`src/rtl/sscc_pkg.sv`:
```
// Shared types and constants for the segmented stream capture controller.
// Used by sscc_core and segmented_stream_capture_ctrl; depends on nothing.
`default_nettype none

package sscc_pkg;

   // Ring geometry
   localparam int SEG_WORDS   = 1024;
   localparam int NUM_SEGS    = 6;
   localparam int TOTAL_WORDS = SEG_WORDS * NUM_SEGS;

   // Fixed field widths
   localparam int ADDR_W  = 13;
   localparam int DATA_W  = 16;
   localparam int SEG_W   = 3;
   localparam int TICK_W  = 4;
   localparam int PHASE_W = 2;

   // Segment count width, wide enough to hold NUM_SEGS and NUM_SEGS + 1
   localparam int SEGN_W = $clog2(NUM_SEGS + 2);

   localparam logic [TICK_W-1:0] TICK_MAX          = 4'd15;
   localparam logic [TICK_W-1:0] LONG_PRESS_RESET  = 4'd3;

   // Item kinds
   typedef enum logic [1:0] {
      OP_SPI_WORD = 2'd0,
      OP_WAKE     = 2'd1,
      OP_KEY      = 2'd2,
      OP_TICK     = 2'd3
   } op_type;

   // Capture phases
   localparam logic [PHASE_W-1:0] PHASE_IDLE       = 2'd0;
   localparam logic [PHASE_W-1:0] PHASE_WAKE_START = 2'd1;
   localparam logic [PHASE_W-1:0] PHASE_WAKE_END   = 2'd2;
   localparam logic [PHASE_W-1:0] PHASE_KEY_START  = 2'd3;

   // One input word
   typedef struct packed {
      logic [1:0]       op;
      logic [7:0]       byte_first;
      logic [7:0]       byte_second;
      logic             pin_level;
      logic [SEG_W-1:0] play_segment;
   } item_type;

   // One result word
   typedef struct packed {
      logic               write_valid;
      logic [ADDR_W-1:0]  write_addr;
      logic [DATA_W-1:0]  write_data;
      logic [SEG_W-1:0]   segment_done;
      logic               hold_request;
      logic               capture_on;
      logic [PHASE_W-1:0] capture_phase;
      logic               reset_request;
      logic               stray_word;
   } result_type;

endpackage

`default_nettype wire

```
`src/rtl/sscc_core.sv`:
```
// Capture state and per-word update logic: ring index, wake and key edge
// tracking, hold tick counter. Depends on sscc_pkg.
`default_nettype none

module sscc_core (
   input  wire logic                        clock,
   input  wire logic                        reset,
   input  wire logic                        step,
   input  wire sscc_pkg::item_type          item,
   input  wire logic [sscc_pkg::TICK_W-1:0] long_press_ticks,
   output sscc_pkg::result_type             result
);

   logic [sscc_pkg::ADDR_W-1:0]  word_index_ff, word_index_in;
   logic                         capture_sel_ff, capture_sel_in;
   logic [sscc_pkg::PHASE_W-1:0] phase_ff, phase_in;
   logic [sscc_pkg::SEG_W-1:0]   last_filled_ff, last_filled_in;
   logic                         stray_flag_ff, stray_flag_in;
   logic [sscc_pkg::TICK_W-1:0]  hold_ticks_ff, hold_ticks_in;
   logic                         tick_enable_ff, tick_enable_in;
   logic                         key_expect_high_ff, key_expect_high_in;
   logic                         wake_expect_high_ff, wake_expect_high_in;
   logic                         spi_accept_ff, spi_accept_in;

   logic [sscc_pkg::ADDR_W:0]    index_inc;
   logic [sscc_pkg::SEGN_W-1:0]  seg_num;
   logic [sscc_pkg::SEGN_W-1:0]  seg_after;
   logic                         seg_full;
   logic [sscc_pkg::TICK_W-1:0]  tick_inc;

   // Segment bookkeeping for the word at the head of the ring
   assign index_inc = {1'b0, word_index_ff} + 1'b1;
   assign seg_full  = (index_inc % sscc_pkg::SEG_WORDS) == '0;
   assign seg_num   = sscc_pkg::SEGN_W'(index_inc / sscc_pkg::SEG_WORDS);
   assign seg_after = (seg_num == sscc_pkg::SEGN_W'(sscc_pkg::NUM_SEGS)) ?
                      sscc_pkg::SEGN_W'(1) : seg_num + 1'b1;
   assign tick_inc  = hold_ticks_ff + 1'b1;

   // Next state and result for the current word
   always_comb begin
      word_index_in       = word_index_ff;
      capture_sel_in      = capture_sel_ff;
      phase_in            = phase_ff;
      last_filled_in      = last_filled_ff;
      stray_flag_in       = stray_flag_ff;
      hold_ticks_in       = hold_ticks_ff;
      tick_enable_in      = tick_enable_ff;
      key_expect_high_in  = key_expect_high_ff;
      wake_expect_high_in = wake_expect_high_ff;
      spi_accept_in       = spi_accept_ff;

      result = '0;

      case (sscc_pkg::op_type'(item.op))
         sscc_pkg::OP_SPI_WORD: begin
            if (spi_accept_ff) begin
               if (capture_sel_ff) begin
                  if (32'(word_index_ff) < sscc_pkg::TOTAL_WORDS) begin
                     result.write_valid = 1'b1;
                     result.write_addr  = word_index_ff;
                     result.write_data  = {item.byte_first, item.byte_second};
                     word_index_in      = index_inc[sscc_pkg::ADDR_W-1:0];
                     if (seg_full) begin
                        last_filled_in      = sscc_pkg::SEG_W'(seg_num);
                        result.segment_done = sscc_pkg::SEG_W'(seg_num);
                        result.hold_request =
                           (sscc_pkg::SEGN_W'(item.play_segment) == seg_after);
                        if (seg_num == sscc_pkg::SEGN_W'(sscc_pkg::NUM_SEGS)) begin
                           word_index_in = '0;
                        end
                     end
                  end
               end else begin
                  stray_flag_in = 1'b1;
               end
            end
         end
         sscc_pkg::OP_WAKE: begin
            if (wake_expect_high_ff && item.pin_level) begin
               wake_expect_high_in = 1'b0;
               last_filled_in      = '0;
               phase_in            = sscc_pkg::PHASE_WAKE_START;
               capture_sel_in      = 1'b1;
               word_index_in       = '0;
               spi_accept_in       = 1'b1;
            end else if (!wake_expect_high_ff && !item.pin_level) begin
               wake_expect_high_in = 1'b1;
               phase_in            = sscc_pkg::PHASE_WAKE_END;
               spi_accept_in       = 1'b0;
            end
         end
         sscc_pkg::OP_KEY: begin
            if (!key_expect_high_ff && !item.pin_level) begin
               key_expect_high_in = 1'b1;
               tick_enable_in     = 1'b1;
               hold_ticks_in      = '0;
               if (!capture_sel_ff) begin
                  capture_sel_in = 1'b1;
                  phase_in       = sscc_pkg::PHASE_KEY_START;
               end
            end else if (key_expect_high_ff && item.pin_level) begin
               key_expect_high_in = 1'b0;
               // Short press cancels a key-started capture
               if ((hold_ticks_ff < long_press_ticks) &&
                   (phase_ff == sscc_pkg::PHASE_KEY_START)) begin
                  capture_sel_in = 1'b0;
                  phase_in       = sscc_pkg::PHASE_IDLE;
               end
               tick_enable_in = 1'b0;
            end
         end
         sscc_pkg::OP_TICK: begin
            if (tick_enable_ff && (hold_ticks_ff < sscc_pkg::TICK_MAX)) begin
               hold_ticks_in = tick_inc;
               if (tick_inc == long_press_ticks) begin
                  result.reset_request = 1'b1;
                  spi_accept_in        = 1'b0;
               end
            end
         end
         default: begin
         end
      endcase

      result.capture_on    = capture_sel_in;
      result.capture_phase = phase_in;
      result.stray_word    = stray_flag_in;
   end

   // Hold state; advance only on a word that moves to the result stage
   always_ff @(posedge clock) begin
      if (reset) begin
         word_index_ff       <= '0;
         capture_sel_ff      <= 1'b0;
         phase_ff            <= sscc_pkg::PHASE_IDLE;
         last_filled_ff      <= '0;
         stray_flag_ff       <= 1'b0;
         hold_ticks_ff       <= '0;
         tick_enable_ff      <= 1'b0;
         key_expect_high_ff  <= 1'b0;
         wake_expect_high_ff <= 1'b1;
         spi_accept_ff       <= 1'b1;
      end else if (step) begin
         word_index_ff       <= word_index_in;
         capture_sel_ff      <= capture_sel_in;
         phase_ff            <= phase_in;
         last_filled_ff      <= last_filled_in;
         stray_flag_ff       <= stray_flag_in;
         hold_ticks_ff       <= hold_ticks_in;
         tick_enable_ff      <= tick_enable_in;
         key_expect_high_ff  <= key_expect_high_in;
         wake_expect_high_ff <= wake_expect_high_in;
         spi_accept_ff       <= spi_accept_in;
      end
   end

endmodule

`default_nettype wire

```
`src/rtl/segmented_stream_capture_ctrl.sv`:
```
// Top level of the segmented stream capture controller: input register,
// result register, handshakes and the long press register. Uses sscc_pkg
// and sscc_core.
//
// Usage:
//   req_*  : one word per event (SPI byte pair, wake edge, key edge, tick).
//   rsp_*  : exactly one result word per request word, in order.
//   csr_*  : write of long_press_ticks (4 bits); csr_ready is always high.
//            Write only while no request word is in flight.
// Path: a request word accepted into the input register is processed by
//   the core logic, captured in the result register and presented on rsp_*.
// Throughput: one word per cycle while rsp_ready is high; the input
//   register and the result register each hold one word, and the core
//   state updates as a word moves from the first into the second.
// Stall: when rsp_ready is low the result holds and the input register
//   still takes one more word; req_ready drops once both are full.
// Reset: synchronous, active high; empties both registers, sets the
//   capture state to idle (wake expects a rising edge, key a falling
//   edge, SPI words accepted) and long_press_ticks to 3.
`default_nettype none

module segmented_stream_capture_ctrl (
   input  wire logic        clock,
   input  wire logic        reset,

   input  wire logic        req_valid,
   output logic             req_ready,
   input  wire logic [1:0]  req_op,
   input  wire logic [7:0]  req_byte_first,
   input  wire logic [7:0]  req_byte_second,
   input  wire logic        req_pin_level,
   input  wire logic [2:0]  req_play_segment,

   output logic             rsp_valid,
   input  wire logic        rsp_ready,
   output logic             rsp_write_valid,
   output logic [12:0]      rsp_write_addr,
   output logic [15:0]      rsp_write_data,
   output logic [2:0]       rsp_segment_done,
   output logic             rsp_hold_request,
   output logic             rsp_capture_on,
   output logic [1:0]       rsp_capture_phase,
   output logic             rsp_reset_request,
   output logic             rsp_stray_word,

   input  wire logic        csr_valid,
   output logic             csr_ready,
   input  wire logic [3:0]  csr_long_press_ticks
);

   logic                              in_valid_ff;
   sscc_pkg::item_type                item_ff;
   logic                              out_valid_ff;
   sscc_pkg::result_type              result_ff;
   logic [sscc_pkg::TICK_W-1:0]       long_press_ff;
   sscc_pkg::result_type              result_in;
   logic                              advance;

   assign advance   = in_valid_ff && (!out_valid_ff || rsp_ready);
   assign req_ready = !in_valid_ff || advance;
   assign csr_ready = 1'b1;

   // Long press threshold register
   always_ff @(posedge clock) begin
      if (reset) begin
         long_press_ff <= sscc_pkg::LONG_PRESS_RESET;
      end else if (csr_valid) begin
         long_press_ff <= csr_long_press_ticks;
      end
   end

   // Input register
   always_ff @(posedge clock) begin
      if (reset) begin
         in_valid_ff <= 1'b0;
      end else if (req_ready) begin
         in_valid_ff <= req_valid;
      end
   end

   always_ff @(posedge clock) begin
      if (req_valid && req_ready) begin
         item_ff.op           <= req_op;
         item_ff.byte_first   <= req_byte_first;
         item_ff.byte_second  <= req_byte_second;
         item_ff.pin_level    <= req_pin_level;
         item_ff.play_segment <= req_play_segment;
      end
   end

   sscc_core u_core (
      .clock            (clock),
      .reset            (reset),
      .step             (advance),
      .item             (item_ff),
      .long_press_ticks (long_press_ff),
      .result           (result_in)
   );

   // Result register
   always_ff @(posedge clock) begin
      if (reset) begin
         out_valid_ff <= 1'b0;
      end else if (advance) begin
         out_valid_ff <= 1'b1;
      end else if (rsp_ready) begin
         out_valid_ff <= 1'b0;
      end
   end

   always_ff @(posedge clock) begin
      if (advance) begin
         result_ff <= result_in;
      end
   end

   assign rsp_valid         = out_valid_ff;
   assign rsp_write_valid   = result_ff.write_valid;
   assign rsp_write_addr    = result_ff.write_addr;
   assign rsp_write_data    = result_ff.write_data;
   assign rsp_segment_done  = result_ff.segment_done;
   assign rsp_hold_request  = result_ff.hold_request;
   assign rsp_capture_on    = result_ff.capture_on;
   assign rsp_capture_phase = result_ff.capture_phase;
   assign rsp_reset_request = result_ff.reset_request;
   assign rsp_stray_word    = result_ff.stray_word;

endmodule

`default_nettype wire
```
`config.mk`:
```
export PLATFORM = sky130hd
export DESIGN_NAME = segmented_stream_capture_ctrl
export DESIGN_NICKNAME = d
export VERILOG_FILES = /design/src/rtl/sscc_pkg.sv /design/src/rtl/sscc_core.sv /design/src/rtl/segmented_stream_capture_ctrl.sv
export SDC_FILE = /design/constraint.sdc
export NUM_CORES = 1
export LEC_CHECK = 0
export ABC_CLOCK_PERIOD_IN_PS = 6400
export BUFFER_PORTS_ARGS = -buffer_cell sky130_fd_sc_hd__buf_2
export CAP_MARGIN = 20
export CORE_MARGIN = 1.5
export CORE_UTILIZATION = 45
export DETAILED_ROUTE_END_ITERATION = 16
export HOLD_SLACK_MARGIN = 0.08
export PLACE_DENSITY = 0.66
export SETUP_SLACK_MARGIN = 0.15
export SLEW_MARGIN = 20
export SYNTH_ARGS = -nofsm -noshare
export SYNTH_HDL_FRONTEND = slang
export SYNTH_SLANG_ARGS = --single-unit
```
`constraint.sdc`:
```
create_clock -name clock -period 6.4 [get_ports clock]
set_input_delay 1.28 -clock clock [delete_from_list [all_inputs] [get_ports clock]]
set_output_delay 1.28 -clock clock [all_outputs]
set_load 0.02 [all_outputs]
```
==> After elaboration in Yosys (flattened, before gate mapping) <==
Index checks and enable logic that the tools add are counted.
{ "totals": {"ff_bits": 91, "output_inout_bits": 42, "inputBits": 31, "elab_cells": 118} }
{ "op_classes": {"n_mux": 40, "magnitude_cmp": 3, "add_sub_neg": 3, "n_reduce_logical": 32, "n_eq_ne": 15} }
{ "ops": {"columns": ["op", "count"], "rows": [
  ["$mux 13", 6],
  ["$mux 34", 1],
  ["$logic_not 32->1", 1],
  ["$pmux 13 s2", 1],
  ["$mux 1", 18],
  ["$ne 2x1->1 const B", 7],
  ["$add 13x1->13 const B", 1],
  ["$lt 13x13->1 const B", 1],
  ["$mux 2", 6],
  ["$mux 4", 3],
  ["$reduce_bool 2->1", 6],
  ["$reduce_and 5->1", 2],
  ["$reduce_and 3->1", 3],
  ["$logic_and 1x1->1", 8],
  ["$pmux 4 s2", 1],
  ["$reduce_and 4->1", 2],
  ["$eq 2x2->1 const B", 3],
  ["$reduce_and 6->1", 1],
  ["$logic_not 1->1", 5],
  ["$add 4x1->4 const B", 1],
  ["$eq 4x4->1", 1],
  ["$lt 4x4->1", 1],
  ["$lt 4x4->1 const B", 1],
  ["$pmux 1 s2", 2],
  ["10 further kinds", 11]
]} }

==> Logic depth before layout (Yosys ltp) <==
Gate-level depths: netlist of the first run.
{ "logic_depth": {"word_depth": 8, "ltp_mapped": 9, "mapped_depth_nobuf": 8} }

==> Modules after synthesis <==
Synthesis of the first run repeated with hierarchy kept, for this count alone.
{ "hier_totals": {"hier_cells": 368, "area_unflattened_um2": 4206.5} }
{ "modules_own_cells": {"columns": ["mod", "area_per_inst_um2", "seq_area_each_um2", "instances", "cells_per_inst"], "rows": [
  ["sscc_core", 2142.1, 480.5, 1, 283],
  ["segmented_stream_capture_ctrl", 2064.5, 1951.9, 1, 85]
]} }

==> Worst setup path before layout of the first run <==
No wires, ideal clock.
{ "synth_timing": {"kind": "input to register", "startpoint": "input rsp_ready", "endpoint": "register u_core.spi_accept_ff", "required_time_ns": 6.256, "setup_ns": 0.144, "setup_slack_ns": 2.845, "path_stages": 7, "path_buffers": 1, "arrival_ns": 3.411, "path_cell_list": "nor2b_1 nand2b_1 inv_1 clkbuf_1 o21ai_0 o21ai_0 o311ai_0"} }
{ "synth_via": {"elab_chain_len": 3} }
{ "synth_rtl": {"columns": ["element", "line", "source"], "rows": [
  ["from (decl)", "segmented_stream_capture_ctrl.sv:35", "input wire logic rsp_ready,"],
  ["$logic_or 1x1->1", "segmented_stream_capture_ctrl.sv:59", "assign advance = in_valid_ff && (!out_valid_ff || rsp_ready);"],
  ["$logic_and 1x1->1", "segmented_stream_capture_ctrl.sv:59", null],
  ["named net advance", "segmented_stream_capture_ctrl.sv:57", "logic advance;"],
  ["$reduce_and 5->1 (no line)", null, null],
  ["to (signal assigned)", "sscc_core.sv:153", "spi_accept_ff <= spi_accept_in;"],
  ["to (decl)", "sscc_core.sv:23", "logic spi_accept_ff, spi_accept_in;"]
]} }
The timed path passes the listed nets, and every way through them passes these cells.
A chain may end at the register's enable or synchronous reset.

==> Worst setup path after layout of the first run <==
{ "layout_timing": {"startpoint": "input rsp_ready", "endpoint": "output req_ready"} }
{ "layout_via": {"elab_chain_len": 3} }
{ "layout_rtl": {"columns": ["element", "line", "source"], "rows": [
  ["$logic_or 1x1->1", "segmented_stream_capture_ctrl.sv:59", null],
  ["$logic_and 1x1->1", "segmented_stream_capture_ctrl.sv:59", null],
  ["$logic_or 1x1->1", "segmented_stream_capture_ctrl.sv:60", "assign req_ready = !in_valid_ff || advance;"],
  ["to (decl)", "segmented_stream_capture_ctrl.sv:27", "output logic req_ready,"]
]} }
Every way passes these cells.

==> results of run 1 <==
-- cell usage in the layout (no fill, tap or decap), types with 8 or more instances in the layout --
cell	count
buf_2	71
edfxtp_1	61
nor2_1	33
dfxtp_1	30
and2_1	29
nand2_1	21
a21oi_1	20
inv_1	16
ha_1	15
nand3_1	13
o21ai_0	11
clkbuf_8	9
nor3_1	8
-- layout make-up --
cell class,instances,area share [%]
Timing Repair Buffer,72,7.45
Tap cell,111,2.85
Sequential cell,91,49.9
Clock inverter,7,1.69
Inverter,17,1.31
Clock buffer,9,2.54
Multi-Input combinational cell,252,34.2
-- stage by stage --
stage | hold slack (ns) | total power, uW | setup slack (ns) | std cells
finish | 0.503 | 1140 | 3.30 | 559
detailed placement | 0.489 | 748 | 2.84 | 543
global route | 0.528 | 1180 | 3.06 | 559
CTS | 0.508 | 1150 | 3.24 | 559
global placement | 0.475 | 745 | 2.99 | 543
floorplan | 0.448 | 719 | 2.84 | 378
-- registers in the layout, summed over array words and instances (netlist names) --
register,flops
in_valid_ff,1
item_ff,22
long_press_ff,4
rsp_capture_on,1
rsp_capture_phase,2
rsp_hold_request,1
rsp_reset_request,1
rsp_segment_done,3
rsp_stray_word,1
rsp_valid,1
rsp_write_addr,13
rsp_write_data,16
rsp_write_valid,1
u_core.capture_sel_ff,1
u_core.hold_ticks_ff,4
u_core.phase_ff,2
u_core.spi_accept_ff,1
u_core.stray_flag_ff,1
u_core.tick_enable_ff,1
u_core.wake_expect_high_ff,1
u_core.word_index_ff,13
-- per-layer routing --
| metal | vias to the layer above | global-route usage, % | part of all wire [%] |
|---|---|---|---|
| met1 | 1420 | 21.4 | 44 |
| met3 | 13 | 3.55 | 3.8 |
| met2 | 55 | 29.6 | 51 |
| met4 | 0 | 5.53 | 1.5 |
| li1 | 1503 | - | - |
| met5 | - | 0 | 0 |
-- final timing paths --
path,from,endpoint,slack (ns),cells past startpoint
worst max-delay path,rsp_ready,req_ready,3.30,4
worst min-delay path,u_core.stray_flag_ff,u_core.stray_flag_ff,0.50,1
worst max register to register,u_core.word_index_ff[1],rsp_hold_request,3.36,7
worst min register to register,u_core.stray_flag_ff,u_core.stray_flag_ff,0.50,1
-- cell families (layout without fill, tap and decap cells) --
family	count (synthesis)	in the layout	synth area share, %
and+or+nand+nor	146	146	18.6
AOI/OAI and AO/OA	71	71	12.0
other	1	1	0.0885
muxes	7	7	1.71
xor gates and xnor gates	12	12	2.48
buffers and inverters	35	105	3.19
adders and majority gates	15	15	4.43
DFF	91	91	57.4
-- cell usage after synthesis (2+ instances only) --
library cell / number
nand3b_1: 4
o211ai_1: 2
a21oi_1: 20
mux2_2: 2
nor4_1: 6
xor2_1: 6
nand3_1: 13
o311ai_0: 2
a221oi_1: 2
a211o_1: 3
edfxtp_1: 61
nor3_1: 8
and2_1: 29
nor2b_1: 5
or2_2: 2
dfxtp_1: 30
nor2_1: 33
mux2i_1: 5
a21boi_0: 2
a311oi_1: 2
clkbuf_1: 17
inv_1: 17
o31ai_1: 4
a211oi_1: 3
ha_1: 15
o21ai_0: 11
a21o_1: 2
nand4_1: 4
nand2_1: 21
nand2b_1: 6
or3_1: 4
nand4b_1: 3
o21a_1: 2
xnor2_1: 6
a31oi_1: 2
-- power by group through the flow --
stage / Sequential [uW] / Combinational [uW] / Clock, uW
2_1_floorplan: 682 / 36.6 / 0
3_3_place_gp: 669 / 76.2 / 0
3_5_place_dp: 670 / 78.2 / 0
4_1_cts: 656 / 78.7 / 417
5_1_grt: 659 / 86.1 / 439
6_report: 656 / 77.4 / 408
-- worst max-delay path: cells and delay by family --
kind	cells	cell delay (ns)
buffers and inverters	2	0.26
AND/OR/NAND/NOR	2	0.28
==> impl_results.md, run 1 <==
* Outcome: finished, final reports clean
* Final WL at ~8200 microns
* Die height at between 100 and 150 microns
* Fin. max-slew vios at 0
* Main area contributors after synthesis: edfxtp_1, dfxtp_1, ha_1
* Fin crit period at 3.10 ns
* Slew HR at 36.0%
* Synth top area share at roughly 43%
* Fmax at 0.322 GHz
* Crit path max-delay cell type: nor2b_1
* Sequential fraction of the synthesis area at between 50% and 60%
* Setup tns final at 0 ns
* Ratio of cells with drive above 1 in the final layout at roughly 22%
* Nets at just under 500
* Crit path arrival time at about 1.8 ns
* Vias at between 2000 and 3000
* Max Clock Skew at approximately 0.011 ns
* LEAKAGE at 0.00185 uW
* Post-place instance area at 0.00467 sq mm
* EDFF count, synth at 61
* Worst-Skew Late Latency at 0.36 ns
* Reg area at approximately 0.0024 sq mm
* PortBufs at 71
* First-pass detailed-route iteration total at 5
* Largest net degree at the start of global routing at 32
* Num CTS Buffers at 9
* Worst Path Required at 5.12 ns
* Crit Path Category: primary input to output port
* Number of library cell types mapped by synthesis at between 50 and 60
* Post-DR vias/cell at between 5 and 6
* Htree depth at 3
* Crit path top cell by count: buf_2
* First-pass GRT wire length at approximately 13000 microns
* Syn Inst Count at around 380
* CP Cell Sequence: buf_2 -> nor2b_1 -> nand2_1 -> buf_2
* Sink Count at 91
* Max incr delay on CP at 0.19 ns
* Ys flop type: edfxtp_1
* Sw frac at between 20% and 30%
* Synthesized area at between 0.004 and 0.005 sq mm
* Final Util at a little over half
* Post-Syn Nets at approximately 420
* Worst-path fanout max at 4
* Synth area leader: edfxtp_1
* Worst-margin pin slew at ~0.95 ns
* Peak VDD IR at 0.000134 V
* Power share of the combinational group at just under 7%
* RSZ-0062 raised after global routing: no
* Die X at roughly 100 microns
* Final Cell Area at ~0.0049 sq mm
* Int Pwr at between 800 and 900 uW
* Longest Clk Path Bufs at 2
* Grt total ovfl at 0
* Fillers at between 800 and 900
* Postcts setup bufs at 0
* Rows at 35
* Drt wl/cell at 14.7 microns
* Area delta synth->final at 15.0%
* Die ar. at 0.0100 sq mm
* Final Hold Fails at 0
* Tightest Hold Check Type: flop to flop
* #FFs+latches synth at 91
* Post-DRT Antenna Nets at 0
* Max Cap Violations at 0
* Vias in the first global route at 2838
* I/O pin cnt at 73
* Inserted Diodes at 0
* Ys Warns at 0
* Pwr dens at about 230 mW/mm^2
* Crit end category: output port
* Root Buffer: clkbuf_8
* RD Place Congestion at 0.832
* TritonCTS clock tree: done
* Area of the multi-input gates at ~0.0017 sq mm
* GRT Overall Usage at approximately 17%
* CORE AREA at 0.00920 sq mm
* Async SR Flop Fraction at 0%
* Mean area per synthesized cell at about 11 sq um
* Period utilization at between 40% and 50%
* CTS resizes at 0
* Drt first-iter violations at about 140
* Switching power total at 278 uW
* Initial antenna violation count at 0
* Final setup violating endpoints at 0
* Clock network power share at between 30% and 40%
* Sequential Power Share at a little under three fifths
* Post-route DRC at 0
* Critical path startpoint category: primary input
* Reg clk slew, reported paths at around 0.1 ns
* Initial Util at a little under half
* Hold buffers post-CTS at 0
* DP HPWL at roughly 5700 microns
No activity file was read; power rests on OpenSTA's default activity.
==> inputs of run 2 (changes only) <==
ABC_CLOCK_PERIOD_IN_PS = 2800   (was 6400)
PLACE_DENSITY = 0.69   (was 0.66)
clock period = 2.8 ns   (was 6.4 ns; I/O delays follow)
==> impl_results.md, run 2 (synthesized netlist as in run 1, its figures left out) <==
* Outcome: finished, final reports clean
* Stages on the worst setup path at 7 (+3)
* Htree depth at 3 (unchanged)
* Reg clk slew, reported paths at 0.09 ns (about the same)
* Most frequent cells in the layout: buf_2, edfxtp_1, nor2_1, and2_1, dfxtp_1
* Sink Count at 91 (unchanged)
* Root Buffer: clkbuf_8
* Int Pwr at 1970 uW (+130%)
* Crit end category: flop
* Initial antenna violation count at 0 (unchanged)
* Register name with the most flops: item_ff
* Post-DRT Antenna Nets at 0 (unchanged)
* Rows at 35 (unchanged)
* First-pass detailed-route iteration total at 5 (unchanged)
* Drt first-iter violations at 125 (-8.8%)
* Die ar. at 0.0100 sq mm (unchanged)
* Top delay family on crit path: compound AO/OA/AOI/OAI gates
* Worst-path fanout max at 8 (+4)
* Worst-Skew Late Latency at 0.37 ns (about the same)
* I/O pin cnt at 73 (unchanged)
* Post-DR vias/cell at 5.42 (+1.2%)
* Met3 Track Usage GR at 3.90% (+0.35 points)
* Max Clock Skew at 0.00944 ns (-0.00159 ns)
* Fillers at 816 (-2.2%)
* Sequential Power Share at 57.9% (+0.4 points)
* Final Cell Area at 0.00494 sq mm (+1.4%)
* Grt total ovfl at 0 (unchanged)
* Worst-margin pin slew at 0.989 ns (+0.0358 ns)
* Max reg flops at 22 (unchanged)
* Slew HR at 34.1% (-1.9 points)
* Ratio of cells with drive above 1 in the final layout at 24.0% (+2.4 points)
* Bufs and invs on worst path at 0 (-2)
* Post-route DRC at 0 (unchanged)
* Pwr dens at 524 mW/mm^2 (+120%)
* Worst slack, placed at 0.172 ns (-2.67 ns)
* Worst Path Required at 2.98 ns (-2.14 ns)
* R2R cell count at 7 (unchanged)
* CORE AREA at 0.00920 sq mm (unchanged)
* Final WS setup at 0.273 ns (-3.03 ns)
* LEAKAGE at 0.00189 uW (+2.0%)
* Drt wl/cell at 14.5 microns (-1.4%)
* Area delta synth->final at 16.7%
* Hold Crit Depth at 1 (unchanged)
* GRT busiest layer: met2
* Sw frac at 23.9% (-0.41 points)
* Crit path arrival time at 2.70 ns (+0.88 ns)
* Inserted Diodes at 0 (unchanged)
* Nets at 495 (+1.2%)
* Period utilization at about nine tenths
* DP HPWL at 5740 microns (+0.19%)
* Final Hold Fails at 0 (unchanged)
* Initial Util at 46.1% (unchanged)
* Max incr delay on CP at 0.42 ns (+0.23 ns)
* Clock network power share at 35.3% (-0.4 points)
* Fin. max-slew vios at 0 (unchanged)
* Tightest Hold Check Type: primary input to flop
* Final WL at 8170 microns (-0.39%)
* GRT met2 Usage at 27.4% (-2.2 points)
* Die height at 100 microns (unchanged)
* Longest Clk Path Bufs at 2 (unchanged)
* Most common cell after layout, fill and taps aside: buf_2
* Final setup violating endpoints at 0 (unchanged)
* Met1 Use GR at 21.2% (-0.18 points)
* Hold buffers post-CTS at 0 (unchanged)
* Largest net degree at the start of global routing at 30 (-6.3%)
* Peak VDD IR at 0.000201 V (+50%)
* Crit path max-delay cell type: or3_4
* Crit Path Category: flop to flop
* Die X at 100 microns (unchanged)
* RD Place Congestion at 0.956 (+15%)
* CP Cell Sequence: ha_2 -> nand3_1 -> or3_4 -> a2111oi_4 -> o2111ai_4 -> a211o_1 -> nor4_1
* Post-place instance area at 0.00470 sq mm (+0.80%)
* Switching power total at 620 uW (+120%)
* Vias in the first global route at 2793 (-1.6%)
* GRT Overall Usage at 16.8% (-0.26 points)
* TritonCTS clock tree: done
* RSZ-0062 raised after global routing: no
* Critical path startpoint category: flop
* Fin crit period at between 2 and 3 ns
* Vias at 3060 (+2.3%)
* Max Cap Violations at 0 (unchanged)
* Power share of the combinational group at 6.9% (about the same)
* Setup tns final at 0 ns (unchanged)
* Num CTS Buffers at 9 (unchanged)
* First-pass GRT wire length at 13100 microns (-2.2%)
* PortBufs at 71 (unchanged)
* Fmax at 0.396 GHz
## run 2: cell types whose count changed in the layout (fill, tap and decap cells not counted), moves of 2 or more
cell        before  now
dfxtp_2          0    2
dfxtp_1         30   27
clkinvlp_4       2    0
buf_4            1    7
## run 2: timing repair
item,4_1_cts,5_1_grt
endpoints found under the setup margin,0,3
setup buffers,0,1
resized for setup,0,8
## run 2: layout make-up
type	count	area (sq um)	share of cell area [%]
inverter	17	63.8	1.29
sequential	91	2440	49.4
clock inverter	6	72.6	1.47
timing repair buffer	78	408	8.26
tap	111	139	2.81
clock buffer	10	128	2.58
multi-input combinational	252	1690	34.2
## run 2: worst paths after layout
kind	slack (ns)	start	end
worst max-delay path	0.27	u_core.word_index_ff[1]	rsp_hold_request
worst min-delay path	0.36	req_byte_first[3]	item_ff[15]
worst max register to register	0.27	u_core.word_index_ff[1]	rsp_hold_request
worst min register to register	0.50	long_press_ff[0]	long_press_ff[0]
## run 2: per-stage QoR
| stage | hold slack (ns) | cells | total power, uW | utilization (%) |
|---|---|---|---|---|
| after global routing | 0.334 | 565 | 2680 | 53.7 |
| after global placement | 0.477 | 548 | 1700 | 51.1 |
| final | 0.358 | 565 | 2590 | 53.7 |
| after CTS | 0.344 | 564 | 2610 | 53.3 |
| after detailed placement | 0.486 | 548 | 1710 | 51.1 |
| after floorplan | 0.448 | 378 | 1640 | - |
## run 2: worst register-to-register path: stages (launching register included)
cell and delay, ns:
dfxtp_2 0.40, ha_2 0.24, nand3_1 0.11, or3_4 0.42
a2111oi_4 0.40, o2111ai_4 0.20, a211o_1 0.26, nor4_1 0.31
## run 2: power groups by stage
stage,Clock [uW],Sequential (uW),Combinational (uW)
final,913,1500,178
after global routing,984,1500,197
after CTS,934,1500,180
after detailed placement,0,1530,179
after global placement,0,1530,175
after floorplan,0,1560,83.8
## run 2: per-layer routing
metal	wire length, microns	vias to the layer above	share of wire [%]
met2	4160	84	51
li1	-	1512	-
met4	120	0	1.5
met3	389	14	4.8
met1	3500	1450	43
met5	0	-	0
==> inputs of run 3 (changes only) <==
==> constraint.sdc (replaced) <==
create_clock -name clock -period 2.8 [get_ports clock]
set_input_delay 0.14 -clock clock [delete_from_list [all_inputs] [get_ports clock]]
set_output_delay 0.14 -clock clock [all_outputs]
set_load 0.02 [all_outputs]
==> impl_results.md, run 3 (synthesized netlist as in run 1, its figures left out) <==
* Tightest Hold Check Type: primary input to flop
* Most frequent cells in the layout: buf_2, edfxtp_1, nor2_1, and2_1, dlygate4sd3_1
* Hold slack final at 0.110 ns (-0.249 ns)
* Grt total ovfl at 0 (unchanged)
* Final Hold Fails at 0 (unchanged)
* Most common cell after layout, fill and taps aside: buf_2
* Drt first-iter violations at 178 (+42%)
* Post-DRT Antenna Nets at 0 (unchanged)
* Initial antenna violation count at 0 (unchanged)
* RSZ-0062 raised after global routing: no
* Post-route DRC at 0 (unchanged)
* Outcome: finished, final reports clean
* Worst Path Required at 2.97 ns (about the same)
* Largest net degree at the start of global routing at 38 (+27%)
* Worst-margin pin slew at 0.964 ns (-0.0243 ns)
* Int Pwr at 2030 uW (+2.9%)
* Crit end category: flop
* Vias in the first global route at 2986 (+6.9%)
* Worst slack, placed at 0.194 ns (+0.0216 ns)
* Fmax at 0.393 GHz (-0.77%)
* Sw frac at 24.2% (+0.29 points)
* Die ar. at 0.0100 sq mm (unchanged)
* LEAKAGE at 0.00201 uW (+6.8%)
* Drt wl/cell at 14.7 microns (+1.6%)
* Post-DR vias/cell at 5.38 (-0.64%)
* Sink Count at 91 (unchanged)
* Fin crit period at 2.55 ns (+0.0196 ns)
* Switching power total at 648 uW (+4.5%)
* Setup tns final at 0 ns (unchanged)
* Power share of the combinational group at 7.9% (+1.0 points)
* First-pass GRT wire length at 13800 microns (+5.3%)
* Final WS setup at 0.253 ns (-0.0196 ns)
* DR top layer: met4
* First-pass detailed-route iteration total at 4 (-1)
* Max Clock Skew at 0.0133 ns (+0.00384 ns)
* Post-Route M1 WL at 3690 microns (+5.4%)
* Fillers at 771 (-5.5%)
* Crit path arrival time at 2.71 ns (about the same)
* Pwr dens at 508 mW/mm^2 (-3.0%)
* Period utilization at 91.0% (+0.70 points)
* Worst-Skew Late Latency at 0.36 ns (about the same)
* Fin. max-slew vios at 0 (unchanged)
* Longest Clk Path Bufs at 2 (unchanged)
* Area delta synth->final at 24.2%
* Initial Util at 46.1% (unchanged)
* Ratio of cells with drive above 1 in the final layout at 22.9% (-1.1 points)
* Worst-path fanout max at 12 (+4)
* Htree depth at 3 (unchanged)
* Clock network power share at 36.1% (+0.8 points)
* Nets at 525 (+6.1%)
* Max reg flops at 22 (unchanged)
* RD Place Congestion at 0.918 (-4.0%)
* Die height at 100 microns (unchanged)
* Die X at 100 microns (unchanged)
* Peak VDD IR at 0.000310 V (+54%)
* Root Buffer: clkbuf_8
* TritonCTS clock tree: done
* CORE AREA at 0.00920 sq mm (unchanged)
* Max Cap Violations at 0 (unchanged)
* Critical path startpoint category: flop
* PortBufs at 71 (unchanged)
* Sequential Power Share at 56.1% (-1.8 points)
* Metal2 WL at 4570 microns (+9.7%)
* DP HPWL at 5850 microns (+1.9%)
* Slew HR at 35.7% (+1.6 points)
* Rows at 35 (unchanged)
* Routed wl met3 at 403 microns (+3.6%)
* Num CTS Buffers at 9 (unchanged)
* Inserted Diodes at 0 (unchanged)
* Final WL at 8740 microns (+7.0%)
* Crit Path Category: flop to flop
* Reg clk slew, reported paths at 0.10 ns (about the same)
* Final setup violating endpoints at 0 (unchanged)
* Register name with the most flops: item_ff
* I/O pin cnt at 73 (unchanged)
* Vias at 3202 (+4.6%)
* GRT Overall Usage at 17.6% (+0.73 points)
[run 3: final timing paths]
check | depth (start not counted) | to | slack (ns) | start
setup / recovery | 6 | rsp_hold_request | 0.25 | u_core.word_index_ff[10]
hold / removal | 3 | long_press_ff[0] | 0.11 | csr_valid
setup reg to reg | 6 | rsp_hold_request | 0.25 | u_core.word_index_ff[10]
hold reg to reg | 1 | u_core.stray_flag_ff | 0.52 | u_core.stray_flag_ff
[run 3: cell type report]
type | count | area (sq um) | area share [%]
well taps | 111 | 139 | 2.64
repair buffers | 108 | 706 | 13.4
inverters | 17 | 63.8 | 1.21
clock buffers | 10 | 138 | 2.62
clock inverters | 6 | 77.6 | 1.47
flip-flops and latches | 91 | 2440 | 46.4
multi-input cells | 252 | 1700 | 32.3
[run 3: power by group through the flow]
stage	clock (uW)	combinational (uW)	sequential, uW
2_1_floorplan	0	83.8	1560
3_3_place_gp	0	174	1530
3_5_place_dp	0	179	1530
4_1_cts	983	212	1500
5_1_grt	1030	230	1510
6_report	964	211	1500
[run 3: metal layers]
metal  vias up  GRT usage, %
li1       1583             -
met1      1525          20.2
met2        84          32.4
met3        10          4.25
met4         0          4.77
met5         -             0
[run 3: what timing repair did]
item                                    4_1_cts  5_1_grt
hold endpoints to repair                     28        0
hold buffers                                 29        0
gates resized for setup                       0        9
endpoints found under the setup margin        0        3
buffers inserted                              0        2
[run 3: critical path: stages, from the launching register on]
cell and delay (ns):
dfxtp_1 0.57, nand4_1 0.30, o31ai_1 0.40, mux2_2 0.39, a221oi_1 0.37, a21oi_1 0.12
nor4_1 0.22
[run 3: per-stage QoR]
stage               power (uW)  cell area (sq um)  util [%]  instances
finish                    2670               5260      57.2        595
floorplan                 1640               4240         -        378
CTS                       2700               5210      56.6        593
detailed placement        1710               4700      51.1        548
global placement          1700               4700      51.1        548
global route              2760               5260      57.2        595
